==> src/hw/rtl/psbp_pkg.sv <==
// Shared definitions for the path selector tag Bloom parser.
// Holds the parameter defaults, the parse snapshot record and the Bloom fold.
// No dependencies.
package psbp_pkg;

  localparam int TOKEN_MAX_DEF = 255;
  localparam int PATH_MAX_DEF  = 1024;

  localparam logic [63:0] FNV_BASIS = 64'hCBF29CE484222325;
  localparam logic [31:0] TAG_HEAD  = 32'h7461673A;

  localparam logic [5:0] ID_HEX_CHARS  = 6'd32;
  localparam logic [5:0] ID_HALF_CHARS = 6'd16;
  localparam logic [5:0] ID_PREFIX_LEN = 6'd3;

  localparam logic [7:0] CH_NUL   = 8'h00;
  localparam logic [7:0] CH_HASH  = 8'h23;
  localparam logic [7:0] CH_PLUS  = 8'h2B;
  localparam logic [7:0] CH_SLASH = 8'h2F;
  localparam logic [7:0] CH_COLON = 8'h3A;
  localparam logic [7:0] CH_LOW_D = 8'h64;
  localparam logic [7:0] CH_LOW_I = 8'h69;

  typedef enum logic [1:0] {
    MODE_ID      = 2'd0,
    MODE_NAMED   = 2'd1,
    MODE_TAG     = 2'd2,
    MODE_INVALID = 2'd3
  } mode_e;

  typedef struct packed {
    logic        id_matched;
    logic        id_full;
    logic [63:0] id_high;
    logic [63:0] id_low;
    logic [63:0] mask;
    logic        fin;
    logic [63:0] fin_hash;
    logic [9:0]  name_begin;
    logic [7:0]  name_len;
    logic [10:0] slice;
  } snap_t;

  function automatic logic [63:0] bloom(logic [63:0] h);
    logic [63:0] m;
    m = (64'd1 << h[5:0]) | (64'd1 << h[26:21]) | (64'd1 << h[47:42]);
    return m;
  endfunction

endpackage

==> src/hw/rtl/psbp_parser.sv <==
// Input register and single-pass parse stage: id parser and token parser
// run side by side, a path snapshot is registered on the last request.
// Depends on psbp_pkg.
module psbp_parser import psbp_pkg::*; #(
  parameter int TOKEN_MAX = TOKEN_MAX_DEF,
  parameter int PATH_MAX  = PATH_MAX_DEF
) (
  input  logic       clk_i,
  input  logic       rst_ni,
  input  logic       in_valid_i,
  input  logic [7:0] ch_i,
  input  logic       last_i,
  output logic       in_stall_o,
  input  logic       snap_ready_i,
  output logic       snap_valid_o,
  output snap_t      snap_o
);

  localparam int POS_W = $clog2(PATH_MAX);
  localparam int TC_W  = $clog2(TOKEN_MAX + 1);
  localparam logic [POS_W-1:0] POS_LAST = POS_W'(PATH_MAX - 1);
  localparam logic [TC_W-1:0]  TOK_LAST = TC_W'(TOKEN_MAX);
  localparam logic [TC_W-1:0]  TOK_HEAD_LEN = TC_W'(4);

  typedef enum logic [2:0] {
    LEAD_FIRST = 3'b001,
    LEAD_RUN   = 3'b010,
    LEAD_END   = 3'b100
  } lead_e;

  typedef enum logic [2:0] {
    ID_MATCHING = 3'b001,
    ID_FAILED   = 3'b010,
    ID_MATCHED  = 3'b100
  } id_e;

  typedef struct packed {
    logic [POS_W-1:0] pos;
    lead_e            lead;
    id_e              id_st;
    logic [5:0]       id_cnt;
    logic [63:0]      id_high;
    logic [63:0]      id_low;
    logic [1:0]       stops;
    logic [63:0]      hash_whole;
    logic [63:0]      hash_tail;
    logic [TC_W-1:0]  tok_cnt;
    logic [31:0]      tok_head;
    logic [POS_W-1:0] tok_begin;
    logic             tag_grp;
    logic [63:0]      mask;
    logic [POS_W-1:0] name_begin;
    logic [TC_W-1:0]  name_len;
    logic             stopped;
    logic [10:0]      slice;
    logic             fin;
    logic [63:0]      fin_hash;
  } state_t;

  function automatic state_t reset_state();
    state_t s;
    s            = '0;
    s.lead       = LEAD_FIRST;
    s.id_st      = ID_MATCHING;
    s.hash_whole = FNV_BASIS;
    s.hash_tail  = FNV_BASIS;
    return s;
  endfunction

  // FNV-1a 64 round; the prime is 2^40 + 0x1B3
  function automatic logic [63:0] fnv_step(logic [63:0] h, logic [7:0] c);
    logic [63:0] x;
    x = h ^ {56'd0, c};
    return (x << 40) + (x << 8) + (x << 7) + (x << 5) + (x << 4) + (x << 1) + x;
  endfunction

  function automatic logic [4:0] hex_digit(logic [7:0] c);
    logic [4:0] d;
    d = '0;
    if (c >= 8'h30 && c <= 8'h39) begin
      d = {1'b1, c[3:0]};
    end else if ((c >= 8'h41 && c <= 8'h46) || (c >= 8'h61 && c <= 8'h66)) begin
      d = {1'b1, c[3:0] + 4'd9};
    end
    return d;
  endfunction

  function automatic logic [7:0] prefix_char(logic [5:0] n);
    logic [7:0] p;
    case (n)
      6'd0: p = CH_LOW_I;
      6'd1: p = CH_LOW_D;
      6'd2: p = CH_COLON;
      default: p = CH_NUL;
    endcase
    return p;
  endfunction

  function automatic state_t step(state_t s_in, logic [7:0] c);
    state_t      s;
    logic [4:0]  hd;
    logic        hi_half;
    logic        delim;
    logic [10:0] slice_mark;
    s          = s_in;
    hd         = hex_digit(c);
    hi_half    = 1'b0;
    delim      = (c == CH_SLASH) || (c == CH_PLUS) || (c == CH_HASH) || (c == CH_NUL);
    slice_mark = '0;
    if (s.lead != LEAD_END) begin
      if (s.pos < POS_LAST) begin
        s.pos = s.pos + 1'b1;
      end
      slice_mark = {1'b1, 10'(s.pos)};
      if (s.lead == LEAD_FIRST && c == CH_SLASH) begin
        s.lead      = LEAD_RUN;
        s.tok_begin = s.pos;
      end else begin
        s.lead = LEAD_RUN;
        case (s.id_st)
          ID_MATCHING: begin
            if (s.id_cnt < ID_PREFIX_LEN && c == prefix_char(s.id_cnt)) begin
              if (s.id_cnt == ID_PREFIX_LEN - 6'd1) begin
                s.id_st  = ID_MATCHED;
                s.id_cnt = '0;
              end else begin
                s.id_cnt = s.id_cnt + 6'd1;
              end
            end else begin
              s.id_st = ID_FAILED;
            end
          end
          ID_MATCHED: begin
            if (s.id_cnt < ID_HEX_CHARS) begin
              if (c != CH_NUL) begin
                hi_half = s.id_cnt < ID_HALF_CHARS;
                if (hi_half && !s.stops[0]) begin
                  if (!hd[4]) s.stops[0] = 1'b1;
                  else s.id_high = {s.id_high[59:0], hd[3:0]};
                end else if (!hi_half && !s.stops[1]) begin
                  if (!hd[4]) s.stops[1] = 1'b1;
                  else s.id_low = {s.id_low[59:0], hd[3:0]};
                end
                s.id_cnt = s.id_cnt + 6'd1;
              end
            end else if (s.id_cnt == ID_HEX_CHARS) begin
              if (c == CH_HASH) s.slice = slice_mark;
              s.id_cnt = s.id_cnt + 6'd1;
            end
          end
          default: ;
        endcase
        if (!s.stopped) begin
          if (delim) begin
            if (s.tok_cnt != '0) begin
              if (s.tok_cnt >= TOK_HEAD_LEN && s.tok_head == TAG_HEAD) begin
                s.tag_grp  = 1'b1;
                s.fin      = 1'b1;
                s.fin_hash = s.hash_tail;
              end else if (s.tag_grp) begin
                s.fin      = 1'b1;
                s.fin_hash = s.hash_whole;
              end else begin
                s.name_begin = s.tok_begin;
                s.name_len   = s.tok_cnt;
              end
            end
            if (c == CH_SLASH) s.tag_grp = 1'b0;
            s.tok_cnt    = '0;
            s.tok_head   = '0;
            s.hash_whole = FNV_BASIS;
            s.hash_tail  = FNV_BASIS;
            s.tok_begin  = s.pos;
            if (c == CH_HASH || c == CH_NUL) begin
              s.stopped = 1'b1;
              if (c == CH_HASH && s.id_st == ID_FAILED) s.slice = slice_mark;
            end
          end else if (s.tok_cnt < TOK_LAST) begin
            s.hash_whole = fnv_step(s.hash_whole, c);
            if (s.tok_cnt >= TOK_HEAD_LEN) s.hash_tail = fnv_step(s.hash_tail, c);
            else s.tok_head = {s.tok_head[23:0], c};
            s.tok_cnt = s.tok_cnt + 1'b1;
          end
        end
        if (c == CH_NUL) s.lead = LEAD_END;
      end
    end
    return s;
  endfunction

  logic       in_vld_q, in_vld_d;
  logic [7:0] ch_q;
  logic       last_q;
  logic       accept;
  logic       go;
  logic       snap_free;
  logic       snap_vld_q, snap_vld_d;
  snap_t      snap_q, snap_d;
  state_t     st_q, st_d, nxt;

  assign snap_free  = !snap_vld_q || snap_ready_i;
  assign go         = in_vld_q && (!last_q || snap_free);
  assign in_stall_o = in_vld_q && !go;
  assign accept     = in_valid_i && !in_stall_o;

  always_comb begin
    nxt      = st_q;
    // fold the Bloom bits of the token closed in the previous cycle
    nxt.mask = st_q.mask | (st_q.fin ? bloom(st_q.fin_hash) : 64'd0);
    nxt.fin  = 1'b0;
    if (go) begin
      nxt = step(nxt, ch_q);
      if (last_q) nxt = step(nxt, CH_NUL);
    end
    st_d = (go && last_q) ? reset_state() : nxt;

    snap_d.id_matched = nxt.id_st == ID_MATCHED;
    snap_d.id_full    = nxt.id_cnt >= ID_HEX_CHARS;
    snap_d.id_high    = nxt.id_high;
    snap_d.id_low     = nxt.id_low;
    snap_d.mask       = nxt.mask;
    snap_d.fin        = nxt.fin;
    snap_d.fin_hash   = nxt.fin_hash;
    snap_d.name_begin = 10'(nxt.name_begin);
    snap_d.name_len   = 8'(nxt.name_len);
    snap_d.slice      = nxt.slice;

    if (go && last_q) snap_vld_d = 1'b1;
    else if (snap_ready_i) snap_vld_d = 1'b0;
    else snap_vld_d = snap_vld_q;

    if (accept) in_vld_d = 1'b1;
    else if (go) in_vld_d = 1'b0;
    else in_vld_d = in_vld_q;
  end

  always_ff @(posedge clk_i or negedge rst_ni) begin
    if (!rst_ni) begin
      in_vld_q   <= 1'b0;
      snap_vld_q <= 1'b0;
      st_q       <= reset_state();
    end else begin
      in_vld_q   <= in_vld_d;
      snap_vld_q <= snap_vld_d;
      st_q       <= st_d;
    end
  end

  always_ff @(posedge clk_i) begin
    if (accept) begin
      ch_q   <= ch_i;
      last_q <= last_i;
    end
    if (go && last_q) begin
      snap_q <= snap_d;
    end
  end

  assign snap_valid_o = snap_vld_q;
  assign snap_o       = snap_q;

  a_path_restart: assert property (@(posedge clk_i) disable iff (!rst_ni)
    go && last_q |=> snap_vld_q && st_q.lead == LEAD_FIRST && st_q.pos == '0)
    else $error("parse state not restored after last request");

  a_snap_hold: assert property (@(posedge clk_i) disable iff (!rst_ni)
    snap_vld_q && !snap_ready_i |=> snap_vld_q && $stable(snap_q))
    else $error("waiting snapshot changed");

  a_end_stops: assert property (@(posedge clk_i) disable iff (!rst_ni)
    st_q.lead == LEAD_END |-> st_q.stopped)
    else $error("token parser still running after NUL");

  a_fin_source: assert property (@(posedge clk_i) disable iff (!rst_ni)
    st_q.fin |-> $past(go) && !$past(last_q))
    else $error("pending Bloom fold without a parsed request");

endmodule

==> src/hw/rtl/psbp_result.sv <==
// Result register: folds the final Bloom bits, selects the mode and
// clears the unused fields of a path snapshot.
// Depends on psbp_pkg.
module psbp_result import psbp_pkg::*; (
  input  logic        clk_i,
  input  logic        rst_ni,
  input  logic        snap_valid_i,
  input  snap_t       snap_i,
  output logic        snap_ready_o,
  output logic        out_valid_o,
  input  logic        out_stall_i,
  output logic [1:0]  mode_o,
  output logic [63:0] id_high_o,
  output logic [63:0] id_low_o,
  output logic [63:0] tag_mask_o,
  output logic [9:0]  name_start_o,
  output logic [7:0]  name_len_o,
  output logic        slice_present_o,
  output logic [9:0]  slice_pos_o
);

  logic        out_vld_q, out_vld_d;
  logic        load;
  logic [63:0] mask_full;
  mode_e       mode_q, mode_d;
  logic [63:0] id_high_q, id_high_d, id_low_q, id_low_d, mask_q, mask_d;
  logic [9:0]  nstart_q, nstart_d, spos_q, spos_d;
  logic [7:0]  nlen_q, nlen_d;
  logic        sp_q, sp_d;

  assign snap_ready_o = !out_vld_q || !out_stall_i;
  assign load         = snap_valid_i && snap_ready_o;

  always_comb begin
    mask_full = snap_i.mask | (snap_i.fin ? bloom(snap_i.fin_hash) : 64'd0);
    mode_d    = MODE_INVALID;
    id_high_d = '0;
    id_low_d  = '0;
    mask_d    = '0;
    nstart_d  = '0;
    nlen_d    = '0;
    sp_d      = 1'b0;
    if (snap_i.id_matched) begin
      if (snap_i.id_full) begin
        mode_d    = MODE_ID;
        id_high_d = snap_i.id_high;
        id_low_d  = snap_i.id_low;
        sp_d      = snap_i.slice[10];
      end
    end else if (snap_i.name_len != '0) begin
      mode_d   = MODE_NAMED;
      mask_d   = mask_full;
      nstart_d = snap_i.name_begin;
      nlen_d   = snap_i.name_len;
      sp_d     = snap_i.slice[10];
    end else if (mask_full != '0) begin
      mode_d = MODE_TAG;
      mask_d = mask_full;
      sp_d   = snap_i.slice[10];
    end
    spos_d = sp_d ? snap_i.slice[9:0] : 10'd0;

    if (load) out_vld_d = 1'b1;
    else if (!out_stall_i) out_vld_d = 1'b0;
    else out_vld_d = out_vld_q;
  end

  always_ff @(posedge clk_i or negedge rst_ni) begin
    if (!rst_ni) begin
      out_vld_q <= 1'b0;
    end else begin
      out_vld_q <= out_vld_d;
    end
  end

  always_ff @(posedge clk_i) begin
    if (load) begin
      mode_q    <= mode_d;
      id_high_q <= id_high_d;
      id_low_q  <= id_low_d;
      mask_q    <= mask_d;
      nstart_q  <= nstart_d;
      nlen_q    <= nlen_d;
      sp_q      <= sp_d;
      spos_q    <= spos_d;
    end
  end

  assign out_valid_o     = out_vld_q;
  assign mode_o          = mode_q;
  assign id_high_o       = id_high_q;
  assign id_low_o        = id_low_q;
  assign tag_mask_o      = mask_q;
  assign name_start_o    = nstart_q;
  assign name_len_o      = nlen_q;
  assign slice_present_o = sp_q;
  assign slice_pos_o     = spos_q;

  a_invalid_clear: assert property (@(posedge clk_i) disable iff (!rst_ni)
    out_vld_q && mode_q == MODE_INVALID |->
      id_high_q == '0 && id_low_q == '0 && mask_q == '0 && nlen_q == '0 && !sp_q)
    else $error("invalid result carries data");

  a_id_only_mode0: assert property (@(posedge clk_i) disable iff (!rst_ni)
    out_vld_q && mode_q != MODE_ID |-> id_high_q == '0 && id_low_q == '0)
    else $error("identifier outside id mode");

  a_result_source: assert property (@(posedge clk_i) disable iff (!rst_ni)
    $rose(out_vld_q) |-> $past(snap_valid_i))
    else $error("result without a snapshot");

endmodule

==> src/hw/rtl/path_selector_tag_bloom_parser.sv <==
// A last request is parsed into the snapshot register, then into the result register.
// Throughput: one character per cycle, set by the parse stage with its FNV-1a shift-add round
// between the input and snapshot registers; a last request stalls while a snapshot waits.
// Reset: asynchronous, active low; clears all parse state, which also returns to its
// reset values after every path.
// Depends on psbp_pkg, psbp_parser and psbp_result.
module path_selector_tag_bloom_parser import psbp_pkg::*; #(
  parameter int TOKEN_MAX = TOKEN_MAX_DEF,
  parameter int PATH_MAX  = PATH_MAX_DEF
) (
  input  logic        clk_i,
  input  logic        rst_ni,
  input  logic        in_valid_i,
  output logic        in_stall_o,
  input  logic [7:0]  ch_i,
  input  logic        last_i,
  output logic        out_valid_o,
  input  logic        out_stall_i,
  output logic [1:0]  mode_o,
  output logic [63:0] id_high_o,
  output logic [63:0] id_low_o,
  output logic [63:0] tag_mask_o,
  output logic [9:0]  name_start_o,
  output logic [7:0]  name_len_o,
  output logic        slice_present_o,
  output logic [9:0]  slice_pos_o
);

  logic  snap_valid;
  logic  snap_ready;
  snap_t snap;

  psbp_parser #(
    .TOKEN_MAX(TOKEN_MAX),
    .PATH_MAX (PATH_MAX)
  ) u_parser (
    .clk_i       (clk_i),
    .rst_ni      (rst_ni),
    .in_valid_i  (in_valid_i),
    .ch_i        (ch_i),
    .last_i      (last_i),
    .in_stall_o  (in_stall_o),
    .snap_ready_i(snap_ready),
    .snap_valid_o(snap_valid),
    .snap_o      (snap)
  );

  psbp_result u_result (
    .clk_i          (clk_i),
    .rst_ni         (rst_ni),
    .snap_valid_i   (snap_valid),
    .snap_i         (snap),
    .snap_ready_o   (snap_ready),
    .out_valid_o    (out_valid_o),
    .out_stall_i    (out_stall_i),
    .mode_o         (mode_o),
    .id_high_o      (id_high_o),
    .id_low_o       (id_low_o),
    .tag_mask_o     (tag_mask_o),
    .name_start_o   (name_start_o),
    .name_len_o     (name_len_o),
    .slice_present_o(slice_present_o),
    .slice_pos_o    (slice_pos_o)
  );

endmodule

==> config.mk <==
export PLATFORM = sky130hd
export DESIGN_NAME = path_selector_tag_bloom_parser
export DESIGN_NICKNAME = d
export VERILOG_FILES = /design/src/hw/rtl/psbp_pkg.sv /design/src/hw/rtl/psbp_parser.sv /design/src/hw/rtl/psbp_result.sv /design/src/hw/rtl/path_selector_tag_bloom_parser.sv
export SDC_FILE = /design/constraint.sdc
export NUM_CORES = 2
export LEC_CHECK = 0
export ABC_AREA = 1
export BUFFER_PORTS_ARGS = -buffer_cell sky130_fd_sc_hd__clkbuf_2
export CAP_MARGIN = 40
export CORE_ASPECT_RATIO = 1.75
export CORE_MARGIN = 2
export CORE_UTILIZATION = 40
export CTS_CLUSTER_SIZE = 30
export DETAILED_ROUTE_END_ITERATION = 10
export GPL_ROUTABILITY_DRIVEN = 0
export PLACE_DENSITY_LB_ADDON = 0.3
export SLEW_MARGIN = 20
export SYNTH_ARGS = -nofsm -noshare
export SYNTH_HDL_FRONTEND = slang
export SYNTH_HIERARCHICAL = 1
export SYNTH_SLANG_ARGS = --single-unit
==> constraint.sdc <==
create_clock -name clk_i -period 36.7 [get_ports clk_i]
set_input_delay 5.505 -clock clk_i [delete_from_list [all_inputs] [get_ports clk_i]]
set_output_delay 5.505 -clock clk_i [all_outputs]
set_load 0.005 [all_outputs]
==> results_dict.tcl <==
set metrics [dict create \
    outcome "finished, violations left" \
    violations "design-rule violations" \
    layout_common_cells "1600 x inv_1, 1545 x nand2_1, 589 x nor2_1" \
    clock.fmax_mhz 82.8 \
    netlist_instances 7636 \
    cp.required_ns 31.19 \
    wire_per_inst_um 19.2 \
    cts.clk_slew.worst_paths_ns 0.07 \
    cts_hold_buf 0 \
    fp.dieW_um 301 \
    period_needed_ns 12.07 \
    grt_max_degree 150 \
    wl_mm 187 \
    final_core_util_pct 44.3 \
    die_area_mm2 0.157 \
    antenna_found_initial 3 \
    viasPerCell 5.27 \
    fin_worst_skew_ns 0.0353 \
    synthToLayoutAreaGrowth_pct 10.2 \
    syn_area_per_cell_um2 8.06 \
    fin_nets 8205 \
    cts_tree "done" \
    route.detailed.drc 2 \
    syn-num-nets 8188 \
    clock_path_buffers 3 \
    yosys_warnings 6 \
    cts_num_sinks 889 \
    syn_area_mm2 0.0616 \
    detail_route.first_pass.iterations 11 \
    cts_root_buffer "clkbuf_16" \
    drive_above_1_share_pct 7.82 \
    setup_viol 0 \
    tightestPinTransition_ns 0.921 \
    die_h_um 523 \
    grt_use_total_pct 23.6 \
    hold_class "reg2reg" \
    layout_commonest_cell "inv_1" \
    setup.worst_path.start_class "input port" \
    grt_overflow 0 \
    cap_violations 0 \
    finalMaxSlewViolations 0 \
    grt_pass1_vias 50400 \
    cts.repair.resized 0 \
    io_buffers 237 \
    num_vias 51300 \
    critPathCaptureType "output port" \
    dp_hpwl_mm 139 \
    ant_nets 0 \
    start_util_pct 40.2 \
    cts_inserted_buffers 86 \
    hold_viol 0 \
    ios 238 \
    relSlewSlack_pct 38.0 \
    post_cts_buffers 0 \
    fin_crit_sh_pct 32.9 \
    cp_max_fo 4 \
    crit_type "in2out" \
    rrSetupSlack_ns 29.70 \
    drt_iter0_drc 4691 \
    arrival_ns 6.57 \
    fin_setup_tns_ns 0 \
    core_region_area_mm2 0.153 \
    std_cell_rows 190 \
    cts_max_level 3 \
    insertion_delay_ns 0.71 \
    rsz0062_at_grt "false" \
    grt_pass1_wl_mm 287 \
]
[worst max-delay path, cell delays in order]
cell      delay, ns
clkbuf_2       0.12
nand2_1        0.18
nor2_1         0.15
nand2_1        0.24
nor2_1         0.22
clkbuf_2       0.14
[through the flow]
step | instance area (um2) | hold slack [ns] | worst slack, ns | cells
2_1_floorplan | 61600 | 0.447 | 19.60 | 7636
3_3_place_gp | 64100 | 0.497 | 24.59 | 9545
3_5_place_dp | 64700 | 0.503 | 24.63 | 9575
4_1_cts | 67700 | 0.502 | 24.63 | 9737
5_1_grt | 67800 | 0.527 | 24.55 | 9744
6_report | 67800 | 0.510 | 24.63 | 9745
[final cells by class]
cell class / count / area [um2]
fillers: 15200 / 85300
inverters: 1635 / 6150
clock inverters: 39 / 601
diodes: 2 / 5.00
repair buffers: 329 / 2360
flip-flops and latches: 889 / 24700
well taps: 2016 / 2520
clock buffers: 123 / 2440
multi-input cells: 4712 / 29100
[state kept, by name, summed over array words and instances, names as in the netlist]
name                      cells
u_parser/st_q               412
u_parser/snap_o             242
u_result/id_high_o           64
u_result/id_low_o            64
u_result/tag_mask_o          64
u_result/name_start_o        10
u_result/slice_pos_o         10
u_parser/ch_q                 8
u_result/name_len_o           8
u_result/mode_o               2
u_parser/in_vld_q             1
u_parser/last_q               1
u_parser/snap_valid_o         1
u_result/out_valid_o          1
u_result/slice_present_o      1
[final timing paths]
path / start / endpoint / cells after the start
worst max-delay path: out_stall_i / in_stall_o / 6
worst min-delay path: u_parser/st_q[102] / u_parser/snap_o[101] / 2
worst max register to register: u_parser/ch_q[0] / u_parser/snap_o[54] / 26
worst min register to register: u_parser/st_q[102] / u_parser/snap_o[101] / 2
max in group asynchronous: rst_ni / u_parser/st_q[426] / 4
min in group asynchronous: rst_ni / u_parser/st_q[157] / 1
[routing by layer]
metal	vias to the layer above	share of wire [%]	global-route usage, %
li1	24300	-	-
met3	606	5.5	2.95
met2	2035	50	41.5
met1	24400	36	26.1
met4	2	8.3	17.1
met5	-	0.0037	0
Power is left out: the tool's default activity adds up to more than one toggle a clock period on the data nets, which glitch-free logic cannot reach.
